<file path="src/design/decaying_level_duty_dither_macros.svh">
// Assertion macros used by the design files (dld_core).
`ifndef DECAYING_LEVEL_DUTY_DITHER_MACROS_SVH
`define DECAYING_LEVEL_DUTY_DITHER_MACROS_SVH

`ifndef SYNTHESIS
// Check a property at each rising edge, skipped while reset is high.
`define DLD_ASSERT(lbl, clk, rst, prop, msg) \
  lbl: assert property (@(posedge clk) disable iff (rst) (prop)) else $error(msg);
// Check a property at each rising edge, reset included.
`define DLD_ASSERT_ALWAYS(lbl, clk, prop, msg) \
  lbl: assert property (@(posedge clk) (prop)) else $error(msg);
`else
`define DLD_ASSERT(lbl, clk, rst, prop, msg)
`define DLD_ASSERT_ALWAYS(lbl, clk, prop, msg)
`endif

`endif

</file>
<file path="src/design/dld_pkg.sv">
// Package: widths, constants, register indexes and word types of the dither block.
package dld_pkg;

  localparam int FRAC_BITS = 16;
  localparam int LEVEL_W   = FRAC_BITS + 1;
  localparam int PROD_W    = LEVEL_W + FRAC_BITS;
  localparam int CFG_IDX_W = 2;

  localparam logic [LEVEL_W-1:0] ONE_VAL = LEVEL_W'(1) << FRAC_BITS;

  // 0.94 and 0.02 rounded to the fixed-point grid
  localparam logic [FRAC_BITS-1:0] DECAY_RESET =
    FRAC_BITS'(((94 << FRAC_BITS) + 50) / 100);
  localparam logic [LEVEL_W-1:0] FLOOR_RESET =
    LEVEL_W'(((2 << FRAC_BITS) + 50) / 100);

  localparam logic [CFG_IDX_W-1:0] CFG_DECAY_FACTOR    = CFG_IDX_W'(0);
  localparam logic [CFG_IDX_W-1:0] CFG_FLOOR_THRESHOLD = CFG_IDX_W'(1);

  localparam logic MODE_ADD  = 1'b0;
  localparam logic MODE_TICK = 1'b1;

  typedef struct packed {
    logic               mode;
    logic [LEVEL_W-1:0] amount;
    logic               pak_present;
  } dld_in_t;

  typedef struct packed {
    logic               drive_on;
    logic               command_valid;
    logic [LEVEL_W-1:0] level_now;
  } dld_out_t;

endpackage

</file>
<file path="src/design/dld_in_stage.sv">
// Input register: holds one accepted word until the core takes it.
module dld_in_stage
  import dld_pkg::*;
(
  input  logic    clk,
  input  logic    rst,
  input  logic    in_valid,
  output logic    in_ready,
  input  dld_in_t in_data,
  output logic    s1_valid,
  input  logic    s1_ready,
  output dld_in_t s1_data
);

  assign in_ready = !s1_valid || s1_ready;

  always_ff @(posedge clk) begin
    if (rst) begin
      s1_valid <= 1'b0;
    end else if (in_ready) begin
      s1_valid <= in_valid;
    end
  end

  always_ff @(posedge clk) begin
    if (in_ready && in_valid) begin
      s1_data <= in_data;
    end
  end

endmodule

</file>
<file path="src/design/dld_core.sv">
// Core: config registers, level/accumulator/motor state and the per-word update.
`include "decaying_level_duty_dither_macros.svh"

module dld_core
  import dld_pkg::*;
(
  input  logic                 clk,
  input  logic                 rst,
  input  logic                 cfg_wr_en,
  input  logic [CFG_IDX_W-1:0] cfg_index,
  input  logic [LEVEL_W-1:0]   cfg_wr_data,
  input  logic                 s1_valid,
  output logic                 s1_ready,
  input  dld_in_t              s1_data,
  output logic                 res_valid,
  input  logic                 res_ready,
  output dld_out_t             res_data
);

  logic [FRAC_BITS-1:0] decay_factor;
  logic [LEVEL_W-1:0]   floor_threshold;
  logic [LEVEL_W-1:0]   energy_level;
  logic [FRAC_BITS-1:0] dither_error;
  logic                 motor_state;

  logic [LEVEL_W-1:0]   energy_level_next;
  logic [FRAC_BITS-1:0] dither_error_next;
  logic                 motor_state_next;
  logic                 cmd;

  logic                 fire;
  logic [LEVEL_W:0]     add_sum;
  logic [PROD_W-1:0]    prod;
  logic [LEVEL_W-1:0]   decayed;
  logic [LEVEL_W-1:0]   floored;
  logic [LEVEL_W:0]     acc_sum;
  logic                 want;

  assign s1_ready  = res_ready;
  assign res_valid = s1_valid;
  assign fire      = s1_valid && res_ready;

  always_ff @(posedge clk) begin
    if (rst) begin
      decay_factor    <= DECAY_RESET;
      floor_threshold <= FLOOR_RESET;
    end else if (cfg_wr_en) begin
      unique case (cfg_index)
        CFG_DECAY_FACTOR:    decay_factor    <= cfg_wr_data[FRAC_BITS-1:0];
        CFG_FLOOR_THRESHOLD: floor_threshold <= cfg_wr_data;
        default: ;
      endcase
    end
  end

  always_comb begin
    add_sum = {1'b0, energy_level} + {1'b0, s1_data.amount};
    prod    = PROD_W'(energy_level) * PROD_W'(decay_factor);
    decayed = prod[PROD_W-1:FRAC_BITS];
    floored = (decayed < floor_threshold) ? '0 : decayed;
    acc_sum = {1'b0, LEVEL_W'(dither_error)} + {1'b0, floored};
    // sum stays below two, so dropping the one bit subtracts one
    want    = acc_sum >= {1'b0, ONE_VAL};

    energy_level_next = energy_level;
    dither_error_next = dither_error;
    motor_state_next  = motor_state;
    cmd               = 1'b0;

    if (s1_data.mode == MODE_ADD) begin
      // saturate at one
      energy_level_next = (add_sum > {1'b0, ONE_VAL}) ? ONE_VAL : add_sum[LEVEL_W-1:0];
    end else if (!s1_data.pak_present) begin
      energy_level_next = '0;
      dither_error_next = '0;
      motor_state_next  = 1'b0;
      cmd               = motor_state;
    end else begin
      energy_level_next = floored;
      dither_error_next = acc_sum[FRAC_BITS-1:0];
      motor_state_next  = want;
      cmd               = want != motor_state;
    end

    res_data.drive_on      = motor_state_next;
    res_data.command_valid = cmd;
    res_data.level_now     = energy_level_next;
  end

  always_ff @(posedge clk) begin
    if (rst) begin
      energy_level <= '0;
      dither_error <= '0;
      motor_state  <= 1'b0;
    end else if (fire) begin
      energy_level <= energy_level_next;
      dither_error <= dither_error_next;
      motor_state  <= motor_state_next;
    end
  end

  `DLD_ASSERT(a_level_le_one, clk, rst, energy_level <= ONE_VAL, "level above one")
  `DLD_ASSERT(a_cmd_on_change, clk, rst,
    fire |=> ((motor_state != $past(motor_state)) == $past(res_data.command_valid)),
    "command flag does not match motor state change")
  `DLD_ASSERT(a_add_keeps_motor, clk, rst,
    (fire && s1_data.mode == MODE_ADD) |=> $stable(motor_state),
    "add word changed motor state")
  `DLD_ASSERT(a_absent_clears, clk, rst,
    (fire && s1_data.mode == MODE_TICK && !s1_data.pak_present) |=>
      (energy_level == '0 && dither_error == '0 && !motor_state),
    "tick without pak did not clear state")

endmodule

</file>
<file path="src/design/dld_out_stage.sv">
// Output register: holds a finished result word until the consumer takes it.
module dld_out_stage
  import dld_pkg::*;
(
  input  logic     clk,
  input  logic     rst,
  input  logic     res_valid,
  output logic     res_ready,
  input  dld_out_t res_data,
  output logic     out_valid,
  input  logic     out_ready,
  output dld_out_t out_data
);

  assign res_ready = !out_valid || out_ready;

  always_ff @(posedge clk) begin
    if (rst) begin
      out_valid <= 1'b0;
    end else if (res_ready) begin
      out_valid <= res_valid;
    end
  end

  always_ff @(posedge clk) begin
    if (res_ready && res_valid) begin
      out_data <= res_data;
    end
  end

endmodule

</file>
<file path="src/design/decaying_level_duty_dither.sv">
// A word accepted into the input register passes through the core into the output register.
// Throughput: one word per cycle while out_ready is high; the decay multiply and accumulate sit
// in one stage between the input and output registers, state updated as the word passes.
// Reset (synchronous, rst high): level, accumulator and motor state cleared, decay and
// floor registers back to 0.94 and 0.02, both registers empty.
module decaying_level_duty_dither
  import dld_pkg::*;
(
  input  logic                 clk,
  input  logic                 rst,
  input  logic                 cfg_wr_en,
  input  logic [CFG_IDX_W-1:0] cfg_index,
  input  logic [LEVEL_W-1:0]   cfg_wr_data,
  input  logic                 in_valid,
  output logic                 in_ready,
  input  dld_in_t              in_data,
  output logic                 out_valid,
  input  logic                 out_ready,
  output dld_out_t             out_data
);

  logic     s1_valid;
  logic     s1_ready;
  dld_in_t  s1_data;
  logic     res_valid;
  logic     res_ready;
  dld_out_t res_data;

  dld_in_stage u_in (
    .clk      (clk),
    .rst      (rst),
    .in_valid (in_valid),
    .in_ready (in_ready),
    .in_data  (in_data),
    .s1_valid (s1_valid),
    .s1_ready (s1_ready),
    .s1_data  (s1_data)
  );

  dld_core u_core (
    .clk         (clk),
    .rst         (rst),
    .cfg_wr_en   (cfg_wr_en),
    .cfg_index   (cfg_index),
    .cfg_wr_data (cfg_wr_data),
    .s1_valid    (s1_valid),
    .s1_ready    (s1_ready),
    .s1_data     (s1_data),
    .res_valid   (res_valid),
    .res_ready   (res_ready),
    .res_data    (res_data)
  );

  dld_out_stage u_out (
    .clk       (clk),
    .rst       (rst),
    .res_valid (res_valid),
    .res_ready (res_ready),
    .res_data  (res_data),
    .out_valid (out_valid),
    .out_ready (out_ready),
    .out_data  (out_data)
  );

endmodule
</file>
<file path="config.mk">
export PLATFORM = sky130hd
export DESIGN_NAME = decaying_level_duty_dither
export DESIGN_NICKNAME = d
export VERILOG_FILES = /design/src/design/dld_pkg.sv /design/src/design/dld_in_stage.sv /design/src/design/dld_core.sv /design/src/design/dld_out_stage.sv /design/src/design/decaying_level_duty_dither.sv
export VERILOG_INCLUDE_DIRS = /design/src /design/src/design
export SDC_FILE = /design/constraint.sdc
export NUM_CORES = 1
export LEC_CHECK = 0
export BUFFER_PORTS_ARGS = -buffer_cell sky130_fd_sc_hd__clkbuf_2
export CAP_MARGIN = 15
export CORE_ASPECT_RATIO = 1.25
export CORE_MARGIN = 3
export CORE_UTILIZATION = 55
export DETAILED_ROUTE_END_ITERATION = 7
export GPL_TIMING_DRIVEN = 0
export HOLD_SLACK_MARGIN = 0.02
export PLACE_DENSITY = 0.75
export REMOVE_ABC_BUFFERS = 1
export SETUP_SLACK_MARGIN = 0.5
export SLEW_MARGIN = 20
export SYNTH_ARGS = -nofsm -noshare
export SYNTH_HDL_FRONTEND = slang
export SYNTH_SLANG_ARGS = --single-unit
</file>
<file path="constraint.sdc">
create_clock -name clk -period 9.42 [get_ports clk]
set_input_delay 2.826 -clock clk [delete_from_list [all_inputs] [get_ports clk]]
set_output_delay 2.826 -clock clk [all_outputs]
set_load 0.01 [all_outputs]
</file>
==> qor.yml, run 1 <==
status: "finished, violations left"
failed_checks: "setup timing"
grt_start_max_net_pins: 67
place_area_um2: 15200
multi_input_area_um2: 11300
clk_latency_ns: 0.36
grt_pass1_wl_um: 63800
syn_inst: 1651
finalSetupTns_ns: -8.77
synth-seq-cells: 107
irDropWorstVdd_v: 0.000105
tritoncts: "built"
r2r_cells: 42
end_kind: "register"
power_leakage_nw: 8.34
ys_warn_count: 0
num-nets-final: 2170
final-max-slew-violation-count: 0
async_reset_ff_share_pct: 0
synthMuxAreaShare_pct: 0.280
crit_required_ns: 9.61
fp.dieArea_um2: 28800
cts_buffers: 9
dpl.hpwl_um: 27400
cts_buffer_depth: 2
r2r_setup_slack_ns: -0.97
yosys.area_share.xor_xnor_pct: 2.26
dp_slack_ns: -2.88
cts_sinks: 107
ant_nets: 0
cp_max_fo: 7
dpl.cell_count: 1984
synth_fa_ha_area_share_pct: 41.1
ys_seq_area_share_pct: 17.1
yosys.area_share.simple_pct: 18.1
skew_ns: 0.0136
grt_usage_pct: 27.1
routed_wl_um: 39900
min_path_cells: 2
synth_compound_area_share_pct: 11.9
gp_congestion: 0.895
drtIter0Drc: 806
vias: 12300
slowest_stage: "fa_2"
die_w_um: 152
drcViolationCount: 0
cts-hold-fix-buffers: 0
max_stage_delay_ns: 0.57
synth_area_leaders: "fa_1 (28%), ha_1 (13%), dfxtp_1 (9.4%)"
layout_min_cycle_time_ns: 10.39
pwr_density_cell_nw_per_um2: 118
crit_arrival_ns: 10.58
power_w: 0.00202
fin_crit_sh_pct: 110
cpMostUsedCell: "fa_1"
max_freq_mhz: 96.2
drive_gt1_share_pct: 18.7
core_um2: 26200
overflow: 0
setup_viol: 14
die_y_um: 189
synth_cell_types: 78
cts_max_level: 3
slew_headroom_pct: 21.2
wl_per_cell_um: 18.9
viasPerCell: 5.81
synth_area_um2: 14700
diodes: 0
antenna_found_initial: 0
synth_top_family_by_area: "adder cells"
synth_area_leader_cell: "fa_1"
initial_utilization_pct: 56.3
root_buffer: "clkbuf_16"
instances_no_fill: 2114
synth_edf_count: 38
final_area_um2: 17100
path_class: "reg -> reg"
grt_pass1_vias: 12800
ios: 64
synth.top_cell.area_share_pct: 28.4
nFillCells: 2026
regArea_um2: 2640
hold_path.class: "reg -> reg"
final_common_cell: "inv_1"
tightest_slew_ns: 1.18
row_count: 66
start_kind: "register"
setup_slack_ns: -0.970
layout_common_cells: "inv_1 (277), nand2_1 (239), fa_1 (198)"
first_pass_iters: 8
finalHoldViolCount: 0
port_buffers: 63
rsz0062_at_grt: "yes"
path_clk_slew_ns: 0.08
synthFlopType: "dfxtp_1"
avgSynthCellArea_um2: 8.92
area_delta_synth_final_pct: 16.1
maxCapViolCount: 0
[cells in the mapped netlist, drive strengths merged, types with 3 or more instances]
library cell / n
a31oi: 3
a21boi: 4
a211o: 12
or2: 6
fa: 209
dfxtp: 69
nand4: 8
a21o: 25
a32oi: 5
xor2: 20
nor4b: 4
and3: 8
inv: 284
a31o: 4
mux2i: 3
o21ai: 38
a211oi: 14
nand2: 241
or3: 9
o21bai: 7
o31ai: 3
nor2b: 6
edfxtp: 38
o21a: 8
clkbuf: 68
nor2: 52
xnor2: 18
nand3: 18
nand3b: 14
nand2b: 6
o211ai: 5
a2111oi: 3
a22oi: 17
ha: 149
and4: 4
a32o: 10
nor3: 8
and2: 140
buf: 4
a21oi: 72
[worst max-delay path: cells and delay by family, from the launching register on]
family,cells,cell delay (ns)
multiplexers,1,0.23
flip-flops,1,0.40
AND/OR/NAND/NOR,10,1.87
XOR/XNOR,1,0.16
AO/OA/AOI/OAI,13,3.02
adder cells (fa/ha/maj),9,3.79
buffers and inverters,8,0.72
[metrics by stage]
step	util, %	hold WS, ns
2_1_floorplan	-	0.430
3_3_place_gp	58.0	0.445
3_5_place_dp	58.1	0.450
4_1_cts	63.6	0.461
5_1_grt	65.3	0.483
6_report	65.3	0.463
[timing repair]
action                                  4_1_cts  5_1_grt
pin swaps                                    42       44
gates resized for setup                     136       58
gates cloned                                  0        0
setup buffers                                88       26
endpoints found under the setup margin       53       38
[sequential cells by signal, indices dropped and copies added, names as in the netlist]
register	count
u_out.out_valid	1
u_core.energy_level	17
u_core.dither_error	16
u_in.s1_valid	1
u_in.s1_data	19
u_core.decay_factor	16
u_core.floor_threshold	17
u_core.motor_state	1
u_out.out_data	19
[final cells by class]
| class | instances | share of cell area (%) |
|---|---|---|
| multi-input cells | 1187 | 66.3 |
| flip-flops and latches | 107 | 15.4 |
| repair buffers | 179 | 7.60 |
| inverters | 285 | 6.26 |
| well taps | 340 | 2.49 |
| clock buffers | 9 | 1.32 |
| clock inverters | 7 | 0.629 |
[routing by layer]
layer  up-vias  track usage, %  part of all wire [%]
li1       5560               -                     -
met1      6097            32.8                    38
met2       486            48.3                    51
met3       132            3.16                   6.2
met4         0            12.8                   4.6
met5         -               0                     0
[logic make-up (layout without fill, tap and decap cells)]
kind of cell | Yosys count | count (layout)
AND/OR/NAND/NOR | 536 | 536
multiplexers | 4 | 4
XOR/XNOR | 38 | 38
AO/OA/AOI/OAI | 250 | 250
buffers and inverters | 357 | 480
flip-flops | 107 | 107
adder cells (fa/ha/maj) | 359 | 359
[worst paths after layout]
kind / startpoint / endpoint
hold reg to reg: u_core.floor_threshold[9] / u_core.floor_threshold[9]
setup / recovery: u_core.energy_level[7] / u_out.out_data[17]
hold / removal: u_core.floor_threshold[9] / u_core.floor_threshold[9]
setup reg to reg: u_core.energy_level[7] / u_out.out_data[17]
[where the power goes]
part           switching [W]  internal, W
registers          0.0000411     0.000503
clock network       0.000189     0.000239
logic               0.000615     0.000432
total               0.000845      0.00117
No activity file was read; power rests on OpenSTA's default activity.
==> inputs of run 2 (changes only) <==
--- a/config.mk
+++ b/config.mk
@@ -10,11 +10,11 @@
 export CAP_MARGIN = 15
 export CORE_ASPECT_RATIO = 1.25
 export CORE_MARGIN = 3
-export CORE_UTILIZATION = 55
+export CORE_UTILIZATION = 31
 export DETAILED_ROUTE_END_ITERATION = 7
 export GPL_TIMING_DRIVEN = 0
 export HOLD_SLACK_MARGIN = 0.02
-export PLACE_DENSITY = 0.75
+export PLACE_DENSITY = 0.47
 export REMOVE_ABC_BUFFERS = 1
 export SETUP_SLACK_MARGIN = 0.5
 export SLEW_MARGIN = 20
==> run 2 against run 1 <==
  * The flow still finishes with violations (setup timing)
  * Sequential power hardly changed
  * Die area is 74% higher
  * Global-route usage is 10 points lower
  * Sequential share of layout area is 0.14 points lower
  * Total power is 4.0% lower
  * Final cell count is 13% higher
  * First-iteration DRC count is 21% lower
  * Clock skew is 0.0054 ns lower
  * Critical path type unchanged
  * Critical endpoint is now u_out.out_data[18]
  * Highest routed layer unchanged
==> qor.yml, run 2 (synthesis gave the netlist of run 1 again) <==
r2r_cells: 38
row_count: 88
grt_usage_pct: 16.8
final_area_um2: 17300
power_w: 0.00194
fp.dieArea_um2: 50200
slowest_stage: "or4b_4"
pwr_density_cell_nw_per_um2: 112
antenna_found_initial: 0
grt_start_max_net_pins: 67
area_delta_synth_final_pct: 17.1
cts_max_level: 3
wl_per_cell_um: 17.8
min_path_cells: 2
finalSetupTns_ns: -6.40
core_um2: 46600
layout_common_cells: "inv_1 (280), nand2_1 (240), fa_1 (203)"
power_leakage_nw: 8.25
num-nets-final: 2155
setup_slack_ns: -0.823
cts_buffer_depth: 2
viasPerCell: 4.88
dpl.hpwl_um: 31100
critPathTopFamily: "adder cells"
clk_latency_ns: 0.36
max_freq_mhz: 97.6
drive_gt1_share_pct: 17.5
drcViolationCount: 0
finalHoldViolCount: 0
initial_utilization_pct: 31.6
max_stage_delay_ns: 0.55
cts-hold-fix-buffers: 0
final_common_cell: "inv_1"
crit_arrival_ns: 10.36
place_area_um2: 15600
path_class: "reg -> reg"
port_buffers: 63
root_buffer: "clkbuf_16"
grt_pass1_wl_um: 67200
vias: 11700
routed_wl_um: 42600
cp.depth: 38
cts_sinks: 107
top_regs: "u_in.s1_data: 19 flops, u_out.out_data: 19 flops"
layout_min_cycle_time_ns: 10.24
crit_required_ns: 9.53
cp_max_fo: 6
cp_num_buf_inv: 2
dp_slack_ns: -3.07
tritoncts: "built"
drtIter0Drc: 638
failed_checks: "setup timing"
fin_crit_sh_pct: 109
die_w_um: 201
ios: 64
hold_path.class: "reg -> reg"
rsz0062_at_grt: "yes"
final-max-slew-violation-count: 0
die_y_um: 250
maxCapViolCount: 0
slew_headroom_pct: 27.6
first_pass_iters: 6
irDropWorstVdd_v: 0.000113
end_kind: "register"
skew_ns: 0.00819
status: "finished, violations left"
r2r_setup_slack_ns: -0.82
setup_viol: 12
gp_congestion: 0.802
nFillCells: 4788
ant_nets: 0
cts_buffers: 9
tightest_slew_ns: 1.08
cpMostUsedCell: "fa_1"
start_kind: "register"
grt_pass1_vias: 12200
overflow: 0
path_clk_slew_ns: 0.08
[run 2: cell types whose count changed in the layout (fill, tap and decap cells not counted), moves of 3 or more]
cell | previous run | this run
buf_4 | 90 | 84
buf_6 | 24 | 10
buf_8 | 1 | 5
fa_1 | 198 | 203
fa_2 | 11 | 6
ha_4 | 9 | 5
inv_1 | 277 | 280
inv_2 | 8 | 4
[run 2: routing by layer]
metal | up-vias | track usage [%] | part of all wire [%]
met5 | - | 0 | 0
met4 | 0 | 4.78 | 2.9
met1 | 5917 | 21.0 | 43
met2 | 178 | 30.3 | 51
met3 | 58 | 2.09 | 3.4
li1 | 5518 | - | -
[run 2: final cells by class]
type / count / area (um2) / area share, %
multi-input combinational: 1187 / 11300 / 65.3
sequential: 107 / 2640 / 15.3
inverter: 285 / 1070 / 6.21
clock buffer: 9 / 225 / 1.31
antenna: 1 / 2.50 / 0.0145
timing repair buffer: 164 / 1180 / 6.82
clock inverter: 7 / 82.6 / 0.479
tap: 630 / 788 / 4.57
[run 2: path summary, 6_finish.rpt]
path | from | end
worst max-delay path | u_core.energy_level[8] | u_out.out_data[18]
worst min-delay path | u_core.floor_threshold[16] | u_core.floor_threshold[16]
worst max register to register | u_core.energy_level[8] | u_out.out_data[18]
worst min register to register | u_core.floor_threshold[16] | u_core.floor_threshold[16]
[run 2: through the flow]
step	cells	util (%)	hold WS, ns
detailed placement	2274	33.5	0.457
global placement	2272	33.4	0.446
finish	2390	37.0	0.467
CTS	2367	36.2	0.469
floorplan	1579	-	0.430
global route	2389	37.0	0.482
[run 2: report_power, final]
part	total, W	internal, W	switching (W)
sequential	0.000544	0.000503	0.0000411
clock	0.000406	0.000211	0.000194
combinational	0.000988	0.000405	0.000584
total	0.00194	0.00112	0.000819
[run 2: timing repair]
action	4_1_cts	5_1_grt
setup endpoints to repair	53	41
setup buffers	77	22
gates resized for setup	127	47
pin swaps	60	56
[run 2: worst register-to-register path: cells and delay by family (launching register included)]
family / cells / cell delay [ns]
AOI/OAI and AO/OA: 18 / 3.62
xor gates and xnor gates: 1 / 0.17
adders and majority gates: 9 / 3.68
buffers and inverters: 2 / 0.21
DFF: 1 / 0.45
muxes: 1 / 0.27
and+or+nand+nor: 7 / 1.58
==> inputs of run 3 (changes only) <==
--- a/config.mk
+++ b/config.mk
@@ -14,7 +14,7 @@
 export DETAILED_ROUTE_END_ITERATION = 7
 export GPL_TIMING_DRIVEN = 0
 export HOLD_SLACK_MARGIN = 0.02
-export PLACE_DENSITY = 0.47
+export PLACE_DENSITY = 0.46
 export REMOVE_ABC_BUFFERS = 1
 export SETUP_SLACK_MARGIN = 0.5
 export SLEW_MARGIN = 20
==> constraint.sdc (replaced) <==
create_clock -name clk -period 13 [get_ports clk]
set_input_delay 3.9 -clock clk [delete_from_list [all_inputs] [get_ports clk]]
set_output_delay 3.9 -clock clk [all_outputs]
set_load 0.01 [all_outputs]
==> run 3 against run 2 <==
  * The run now ends clean
  * Global-route usage shrank 0.90 points
  * Maximum frequency shrank 13%
  * Die area is the same
  * Worst hold slack lost 0.011 ns
  * Sequential power shrank 24%
  * Critical path depth grew 3
  * Clock skew grew 0.0044 ns
  * Cell area shrank 7.8%
  * Total power shrank 33%
  * Wire length shrank 8.1%
  * Setup slack gained 2.0 ns
  * Count of clock-buffer cells in the layout is the same
  * Critical endpoint unchanged
==> qor.yml, run 3 (synthesis gave the netlist of run 1 again) <==
status: "completed"
dpl.hpwl_um: 31400
antenna_found_initial: 0
final-max-slew-violation-count: 0
grt_start_max_net_pins: 67
row_count: 88
max_freq_mhz: 84.5
instances_no_fill: 2290
root_buffer: "clkbuf_16"
first_pass_iters: 5
grt_pass1_vias: 11800
multi_input_area_um2: 10900
max_stage_delay_ns: 0.70
path_clk_slew_ns: 0.08
clk_latency_ns: 0.37
core_um2: 46600
hold_path.class: "reg -> reg"
overflow: 0
cp_max_fo: 18
slowest_stage: "dfxtp_2"
die_w_um: 201
setup_slack_ns: 1.16
tightest_slew_ns: 1.08
nFillCells: 4827
path_class: "reg -> reg"
critPathTopFamily: "compound AO/OA/AOI/OAI gates"
die_y_um: 250
vias: 11100
initial_utilization_pct: 31.6
cts_buffers: 9
cts-hold-fix-buffers: 0
ant_nets: 0
viasPerCell: 4.85
end_kind: "register"
place_area_um2: 15600
layout_min_cycle_time_ns: 11.84
drcViolationCount: 0
start_kind: "register"
diodes: 0
area_delta_synth_final_pct: 8.02
num-nets-final: 2056
whs_ns: 0.457
top_regs: "u_in.s1_data: 19 flops, u_out.out_data: 19 flops"
layout_common_cells: "inv_1 (284), nand2_1 (241), fa_1 (209)"
regArea_um2: 2540
drive_gt1_share_pct: 7.53
cpMostUsedCell: "fa_1"
cts_sinks: 107
crit_arrival_ns: 11.95
maxCapViolCount: 0
setup_viol: 0
routed_wl_um: 39100
wl_per_cell_um: 17.1
gp_congestion: 0.808
finalHoldViolCount: 0
irDropWorstVdd_v: 0.0000848
drtIter0Drc: 482
final_area_um2: 15900
r2r_setup_slack_ns: 1.16
port_buffers: 63
skew_ns: 0.0126
slew_headroom_pct: 27.7
fin_crit_sh_pct: 91.1
fp.dieArea_um2: 50200
cts_buffer_depth: 2
dp_slack_ns: 0.667
finalSetupTns_ns: 0
grt_pass1_wl_um: 64000
dpl.cell_count: 2274
grt_usage_pct: 15.9
final_common_cell: "inv_1"
cp_num_buf_inv: 5
rsz0062_at_grt: "no"
power_leakage_nw: 7.62
ios: 64
pwr_density_cell_nw_per_um2: 81.2
crit_required_ns: 13.11
tritoncts: "built"
cts_max_level: 3
==> run 3: cell type report <==
class | count | area share [%]
Clock inverter | 7 | 0.417
Sequential cell | 107 | 16.0
Tap cell | 630 | 4.95
Clock buffer | 9 | 1.42
Multi-Input combinational cell | 1187 | 68.4
Inverter | 285 | 6.73
Timing Repair Buffer | 65 | 2.12
==> run 3: through the flow <==
stage | total power (W) | utilization [%]
detailed placement | 0.00103 | 33.5
CTS | 0.00131 | 34.1
global placement | 0.00102 | 33.4
floorplan | 0.000824 | -
finish | 0.00129 | 34.2
global route | 0.00140 | 34.2
==> run 3: per-layer routing <==
metal / global-route usage, % / share of wire [%]
met1: 20.1 / 45
met2: 29.5 / 52
met3: 1.21 / 1.7
met4: 3.39 / 1.5
met5: 0 / 0
==> run 3: final timing paths <==
path                         startpoint                          to  depth (start not counted)
max              u_core.energy_level[7]          u_out.out_data[18]                         41
min reg2reg  u_core.floor_threshold[12]  u_core.floor_threshold[12]                          2
min          u_core.floor_threshold[12]  u_core.floor_threshold[12]                          2
max reg2reg      u_core.energy_level[7]          u_out.out_data[18]                         41
==> run 3: what timing repair did <==
item                                    in CTS  in global routing
buffers inserted                             0                  0
resized for setup                            0                 19
endpoints found under the setup margin       0                  8
==> run 3: power by group <==
part | internal, W | switching [W]
logic | 0.000232 | 0.000370
clock network | 0.000135 | 0.000143
registers | 0.000368 | 0.0000432
total | 0.000735 | 0.000556
==> run 3: worst register-to-register path: cells and delay by family, from the launching register on <==
family / cells / cell delay [ns]
flip-flops: 1 / 0.70
AND/OR/NAND/NOR: 8 / 2.35
multiplexers: 1 / 0.29
adder cells (fa/ha/maj): 9 / 3.89
buffers and inverters: 5 / 0.24
AO/OA/AOI/OAI: 17 / 3.93
XOR/XNOR: 1 / 0.17
